$ cat src/hw/rtl/mrd_pkg.sv
// Package of the drawing engine: sizes, opcodes, region phases and the
// command and status words between controller and datapath. No dependencies.
package mrd_pkg;

  localparam int MaxWidth   = 256;
  localparam int MaxHeight  = 128;
  localparam int StoreDepth = (MaxWidth / 8) * MaxHeight;
  localparam int AddrW      = $clog2(StoreDepth);
  localparam int BarScale   = 100;

  // The fill division by BarScale is a multiplication by a rounded-up
  // reciprocal, exact for every dividend below 2**22.
  localparam int          BarShift = 29;
  localparam logic [22:0] BarRecip = 23'd5368710;

  localparam logic [2:0] OpClear = 3'd0;
  localparam logic [2:0] OpRect  = 3'd1;
  localparam logic [2:0] OpHline = 3'd2;
  localparam logic [2:0] OpBar   = 3'd3;
  localparam logic [2:0] OpRead  = 3'd4;

  localparam logic [3:0] PhOuter = 4'd0;
  localparam logic [3:0] PhFill  = 4'd1;
  localparam logic [3:0] PhTop   = 4'd2;
  localparam logic [3:0] PhBot   = 4'd3;
  localparam logic [3:0] PhLeft  = 4'd4;
  localparam logic [3:0] PhRight = 4'd5;
  localparam logic [3:0] PhIfill = 4'd6;
  localparam logic [3:0] PhIbg   = 4'd7;
  localparam logic [3:0] PhFrame = 4'd8;
  localparam logic [3:0] PhEnd   = 4'd9;

  localparam logic CfgWidth  = 1'b0;
  localparam logic CfgHeight = 1'b1;

  typedef struct packed {
    logic       latch;
    logic       load;
    logic [3:0] phase;
    logic       box_grow;
    logic       box_full;
    logic       walk_init;
    logic       mem_rd;
    logic       mem_wr;
    logic       div_start;
    logic       div_step;
    logic       rd_byte;
    logic       result;
  } mrd_cmd_t;

  typedef struct packed {
    logic empty;
    logic walk_last;
    logic div_done;
    logic bar_ok;
  } mrd_sts_t;

endpackage

$ cat src/hw/rtl/mrd_ctrl.sv
// Controller of the drawing engine: sequences region phases, byte
// read-modify-write steps, the bar divider and the result. Uses mrd_pkg.
module mrd_ctrl (
  input  logic              clk_i,
  input  logic              rst_ni,
  input  logic              start,
  output logic              busy,
  input  logic [2:0]        opcode_i,
  input  logic              solid_i,
  input  mrd_pkg::mrd_sts_t sts_i,
  output mrd_pkg::mrd_cmd_t cmd_o
);

  localparam logic [2:0] SIdle  = 3'd0;
  localparam logic [2:0] SClip  = 3'd1;
  localparam logic [2:0] SCheck = 3'd2;
  localparam logic [2:0] SRd    = 3'd3;
  localparam logic [2:0] SWr    = 3'd4;
  localparam logic [2:0] SDiv   = 3'd5;
  localparam logic [2:0] SRdb   = 3'd6;
  localparam logic [2:0] SDone  = 3'd7;

  logic [2:0] state_q, state_d, op_q, op_d;
  logic [3:0] phase_q, phase_d, np;
  logic       solid_q, solid_d, adv;

  function automatic logic [3:0] next_ph(logic [2:0] op, logic solid, logic [3:0] ph,
                                         logic bar_ok);
    logic [3:0] r;
    r = mrd_pkg::PhEnd;
    unique case (ph)
      mrd_pkg::PhOuter: begin
        if (op == mrd_pkg::OpHline || (op == mrd_pkg::OpRect && solid)) begin
          r = mrd_pkg::PhFill;
        end else begin
          r = mrd_pkg::PhTop;
        end
      end
      mrd_pkg::PhTop:   r = mrd_pkg::PhBot;
      mrd_pkg::PhBot:   r = mrd_pkg::PhLeft;
      mrd_pkg::PhLeft:  r = mrd_pkg::PhRight;
      mrd_pkg::PhRight: r = (op == mrd_pkg::OpBar && bar_ok) ? mrd_pkg::PhIfill
                                                              : mrd_pkg::PhEnd;
      mrd_pkg::PhIfill: r = mrd_pkg::PhIbg;
      default:          r = mrd_pkg::PhEnd;
    endcase
    return r;
  endfunction

  assign np   = next_ph(op_q, solid_q, phase_q, sts_i.bar_ok);
  assign busy = (state_q != SIdle);

  always_comb begin
    cmd_o       = '0;
    cmd_o.phase = phase_q;
    state_d     = state_q;
    phase_d     = phase_q;
    op_d        = op_q;
    solid_d     = solid_q;
    adv         = 1'b0;
    unique case (state_q)
      SIdle: begin
        if (start) begin
          cmd_o.latch = 1'b1;
          op_d        = opcode_i;
          solid_d     = solid_i;
          if (opcode_i == mrd_pkg::OpClear) begin
            phase_d = mrd_pkg::PhFrame;
            state_d = SClip;
          end else if (opcode_i == mrd_pkg::OpRect || opcode_i == mrd_pkg::OpHline ||
                       opcode_i == mrd_pkg::OpBar) begin
            phase_d = mrd_pkg::PhOuter;
            state_d = SClip;
          end else if (opcode_i == mrd_pkg::OpRead) begin
            state_d = SRdb;
          end else begin
            state_d = SDone;
          end
        end
      end
      SClip: begin
        cmd_o.load = 1'b1;
        state_d    = SCheck;
      end
      SCheck: begin
        if (phase_q == mrd_pkg::PhOuter) begin
          if (sts_i.empty) begin
            state_d = SDone;
          end else begin
            cmd_o.box_grow = 1'b1;
            adv            = 1'b1;
          end
        end else if (sts_i.empty) begin
          adv = 1'b1;
        end else begin
          cmd_o.box_full  = (phase_q == mrd_pkg::PhFrame);
          cmd_o.walk_init = 1'b1;
          state_d         = SRd;
        end
      end
      SRd: begin
        cmd_o.mem_rd = 1'b1;
        state_d      = SWr;
      end
      SWr: begin
        cmd_o.mem_wr = 1'b1;
        if (sts_i.walk_last) begin
          adv = 1'b1;
        end else begin
          state_d = SRd;
        end
      end
      SDiv: begin
        cmd_o.div_step = 1'b1;
        if (sts_i.div_done) begin
          state_d = SClip;
        end
      end
      SRdb: begin
        cmd_o.rd_byte = 1'b1;
        cmd_o.mem_rd  = 1'b1;
        state_d       = SDone;
      end
      SDone: begin
        cmd_o.result = 1'b1;
        state_d      = SIdle;
      end
      default: begin
        state_d = SIdle;
      end
    endcase
    if (adv) begin
      if (np == mrd_pkg::PhEnd) begin
        state_d = SDone;
      end else begin
        phase_d = np;
        if (np == mrd_pkg::PhIfill) begin
          cmd_o.div_start = 1'b1;
          state_d         = SDiv;
        end else begin
          state_d = SClip;
        end
      end
    end
  end

  always_ff @(posedge clk_i or negedge rst_ni) begin
    if (!rst_ni) begin
      state_q <= SIdle;
      phase_q <= mrd_pkg::PhOuter;
      op_q    <= mrd_pkg::OpClear;
      solid_q <= 1'b0;
    end else begin
      state_q <= state_d;
      phase_q <= phase_d;
      op_q    <= op_d;
      solid_q <= solid_d;
    end
  end

endmodule

$ cat config.mk
export PLATFORM = sky130hd
export DESIGN_NAME = mrd_ctrl
export DESIGN_NICKNAME = d
export VERILOG_FILES = /design/src/hw/rtl/mrd_pkg.sv /design/src/hw/rtl/mrd_ctrl.sv
export SDC_FILE = /design/constraint.sdc
export NUM_CORES = 1
export LEC_CHECK = 0
export BUFFER_PORTS_ARGS = -buffer_cell sky130_fd_sc_hd__buf_2
export CELL_PAD_IN_SITES_DETAIL_PLACEMENT = 2
export CELL_PAD_IN_SITES_GLOBAL_PLACEMENT = 2
export CORE_MARGIN = 4
export CORE_UTILIZATION = 25
export DETAILED_ROUTE_END_ITERATION = 10
export PLACE_DENSITY_LB_ADDON = 0.1
export SLEW_MARGIN = 20
export SYNTH_ARGS = -nofsm -noshare
export SYNTH_HDL_FRONTEND = slang
export SYNTH_SLANG_ARGS = --single-unit
$ cat constraint.sdc
create_clock -name clk_i -period 2.25 [get_ports clk_i]
set_input_delay 0.5625 -clock clk_i [delete_from_list [all_inputs] [get_ports clk_i]]
set_output_delay 0.5625 -clock clk_i [all_outputs]
set_load 0.05 [all_outputs]
==> results.json <==
{
  "outcome": "finished with violations",
  "violations": "setup timing",
  "ir_worst_vdd_mv": 0.5251,
  "setup_slack_ps": -328.1,
  "fin_skew_ps": 4.679,
  "synth_seq_area_share": 0.3343,
  "detail-route-antenna-nets": 0,
  "cts-root-buf": "clkbuf_4",
  "hpwl_um": 2176,
  "synthesis.instances": 92,
  "grt_pass1_wl_um": 4567,
  "numCtsBuffers": 3,
  "clkSinkCount": 11,
  "antenna_cells": 0,
  "vias_per_cell": 4.775,
  "die_h_um": 65.39,
  "postSynth.asyncResetShare": 1.000,
  "avgSynthCellArea_um2": 8.949,
  "num_rows": 20,
  "num_vias": 850,
  "hold_path_class": "input pin to async pin",
  "crit_required_ps": 1690,
  "worstMarginPinSlew_ps": 499.1,
  "postLayoutCoreUtil": 0.3980,
  "final-hold-violation-count": 0,
  "htreeDepth": 1,
  "routed_wirelength_um": 2834,
  "p_leak_nw": 0.5844,
  "cts_tree": "built",
  "ys_top_cells_by_area": "dfrtp_1 (33%), mux2_1 (5.5%), nor2_1 (4.6%)",
  "yosysWarnings": 0,
  "syn_area_um2": 823.3,
  "crit_arrival_ps": 2020,
  "ys_types": 40,
  "slew_violations": 0,
  "start_util": 0.2653,
  "die-area_um2": 4275,
  "maxCapViolCount": 0,
  "worstPathMaxFanout": 2,
  "synth_edf_count": 0,
  "gr-total-overflow": 0,
  "synth-seq-cells": 11,
  "finalCriticalPeriod_ps": 2578,
  "period_share": 1.146,
  "slew_headroom": 0.6627,
  "final_cells": 178,
  "grt_pass1_vias": 949,
  "dr.pass1.iters": 4,
  "avgRoutedWirePerCell_um": 15.92,
  "clkLatencyLatePin_ps": 260,
  "place_inst": 170,
  "setup_viol": 3,
  "clock_tree.buffer_depth": 2,
  "grt_max_degree": 17,
  "drt_iter0_drc": 21,
  "synth_fp_nets": 105,
  "place_congestion": 0.7282,
  "worstSetupPathType": "flop to output pin",
  "cts_hold_buf": 0,
  "max_freq_mhz": 387.9,
  "power_w": 0.001939,
  "drive_gt1_frac": 0.4776,
  "area_delta_synth_final_pct": 50.00,
  "yosysTopAreaCellShare": 0.3343,
  "drc": 0,
  "ys.flop_type": "dfrtp_1",
  "powerDensity_nw_per_um2": 1570,
  "final_nets": 148,
  "yosysTopAreaCell": "dfrtp_1",
  "io_buffers": 26,
  "endpoint_kind": "output pin",
  "cp-start-kind": "flop",
  "path_clk_slew_ps": 70,
  "die_w_um": 65.39,
  "core_area_um2": 3103,
  "ioPinCount": 27,
  "antenna_found_initial": 0,
  "grt_usage": 0.1395,
  "rsz0062_at_grt": "yes"
}
[critical path: stages, from the launching register on]
cell	delay, ps
dfrtp_2	430
nor4_4	290
inv_1	70
ha_1	280
nand4bb_1	140
a21oi_2	190
nand2_2	100
nor2_4	100
buf_8	150
[repair_timing]
item,CTS,global route
resized for setup,8,9
setup endpoints to repair,3,6
setup buffers,2,3
endpoints found under the hold margin,0,0
pin swaps,3,5
[cells in the final DEF (no fill, tap or decap), types with 3 or more instances in the layout]
cell      instances
buf_2            22
buf_4            17
nor2_1            9
nand2_1           7
dfrtp_1           7
inv_1             6
a21oi_1           4
mux2_1            4
dfrtp_2           4
nand2b_1          3
o21ai_1           3
clkbuf_4          3
[kinds of logic (layout without fill, tap and decap cells)]
family / Yosys count / in the layout / synth area share
fa+ha+maj: 2 / 2 / 0.03039
flops: 11 / 11 / 0.3343
compound gates: 21 / 21 / 0.1854
simple gates: 41 / 41 / 0.3161
mux: 4 / 4 / 0.05471
xor+xnor: 2 / 2 / 0.02128
buf+inv: 11 / 53 / 0.05776
[stage by stage]
step | area, µm² | setup slack, ps | TNS (ps) | hold WS (ps)
2_1_floorplan | 864.6 | -305.6 | -305.6 | 266.9
3_3_place_gp | 1122 | -91.83 | -91.83 | 445.4
3_5_place_dp | 1122 | -165.7 | -165.7 | 447.7
4_1_cts | 1189 | -365.2 | -400.2 | 150.1
5_1_grt | 1235 | -490.7 | -997.7 | 148.7
6_report | 1235 | -328.1 | -440.1 | 155.6
[synth_stat cells, types with 2 or more instances]
| master | number |
|---|---|
| dfrtp_1 | 11 |
| buf_2 | 2 |
| inv_1 | 6 |
| nor3_1 | 3 |
| and3_1 | 2 |
| ha_1 | 2 |
| nand2_1 | 8 |
| o21ai_1 | 3 |
| nor2_1 | 10 |
| mux2_1 | 4 |
| nand4bb_1 | 2 |
| clkbuf_1 | 2 |
| a21oi_1 | 5 |
| o211ai_1 | 2 |
| nand2b_1 | 3 |
| and2_1 | 2 |
| o211a_1 | 2 |
[final cells by class]
type                            instances  area [µm²]
Tap cell                               44       55.05
Sequential cell                        11       280.3
Multi-Input combinational cell         70       560.5
Clock buffer                            4       26.28
Timing Repair Buffer                   43       290.3
Inverter                                6       22.52
Fill cell                             364        1868
[report_power, final]
part	total [W]	internal [W]	switching, W
combinational	0.00140	0.000536	0.000867
sequential	0.000402	0.000301	0.000101
clock	0.000134	0.0000685	0.0000656
total	0.00194	0.000905	0.00103
[path summary, 6_finish.rpt]
| path | start | end | slack (ps) | cells past startpoint |
|---|---|---|---|---|
| worst max-delay path | phase_q[0] | cmd_o[3] | -330 | 8 |
| worst min-delay path | rst_ni | solid_q | 160 | 1 |
| worst max register to register | phase_q[0] | phase_q[0] | -20 | 10 |
| worst min register to register | solid_q | solid_q | 520 | 1 |
| max in group asynchronous | rst_ni | phase_q[1] | 1860 | 1 |
| min in group clk_i | solid_i | solid_q | 520 | 2 |
[registers in the layout (all words and copies together) (netlist names)]
register,count
phase_q,4
state_q,3
op_q,3
solid_q,1
[layer usage]
| metal | GRT usage | routed length [µm] | vias up |
|---|---|---|---|
| met4 | 0.04663 | 19 | 0 |
| li1 | - | - | 415 |
| met1 | 0.1770 | 1231 | 415 |
| met2 | 0.2415 | 1480 | 18 |
| met5 | 0 | 0 | - |
| met3 | 0.01880 | 103 | 2 |
No activity file was read; power rests on OpenSTA's default activity.
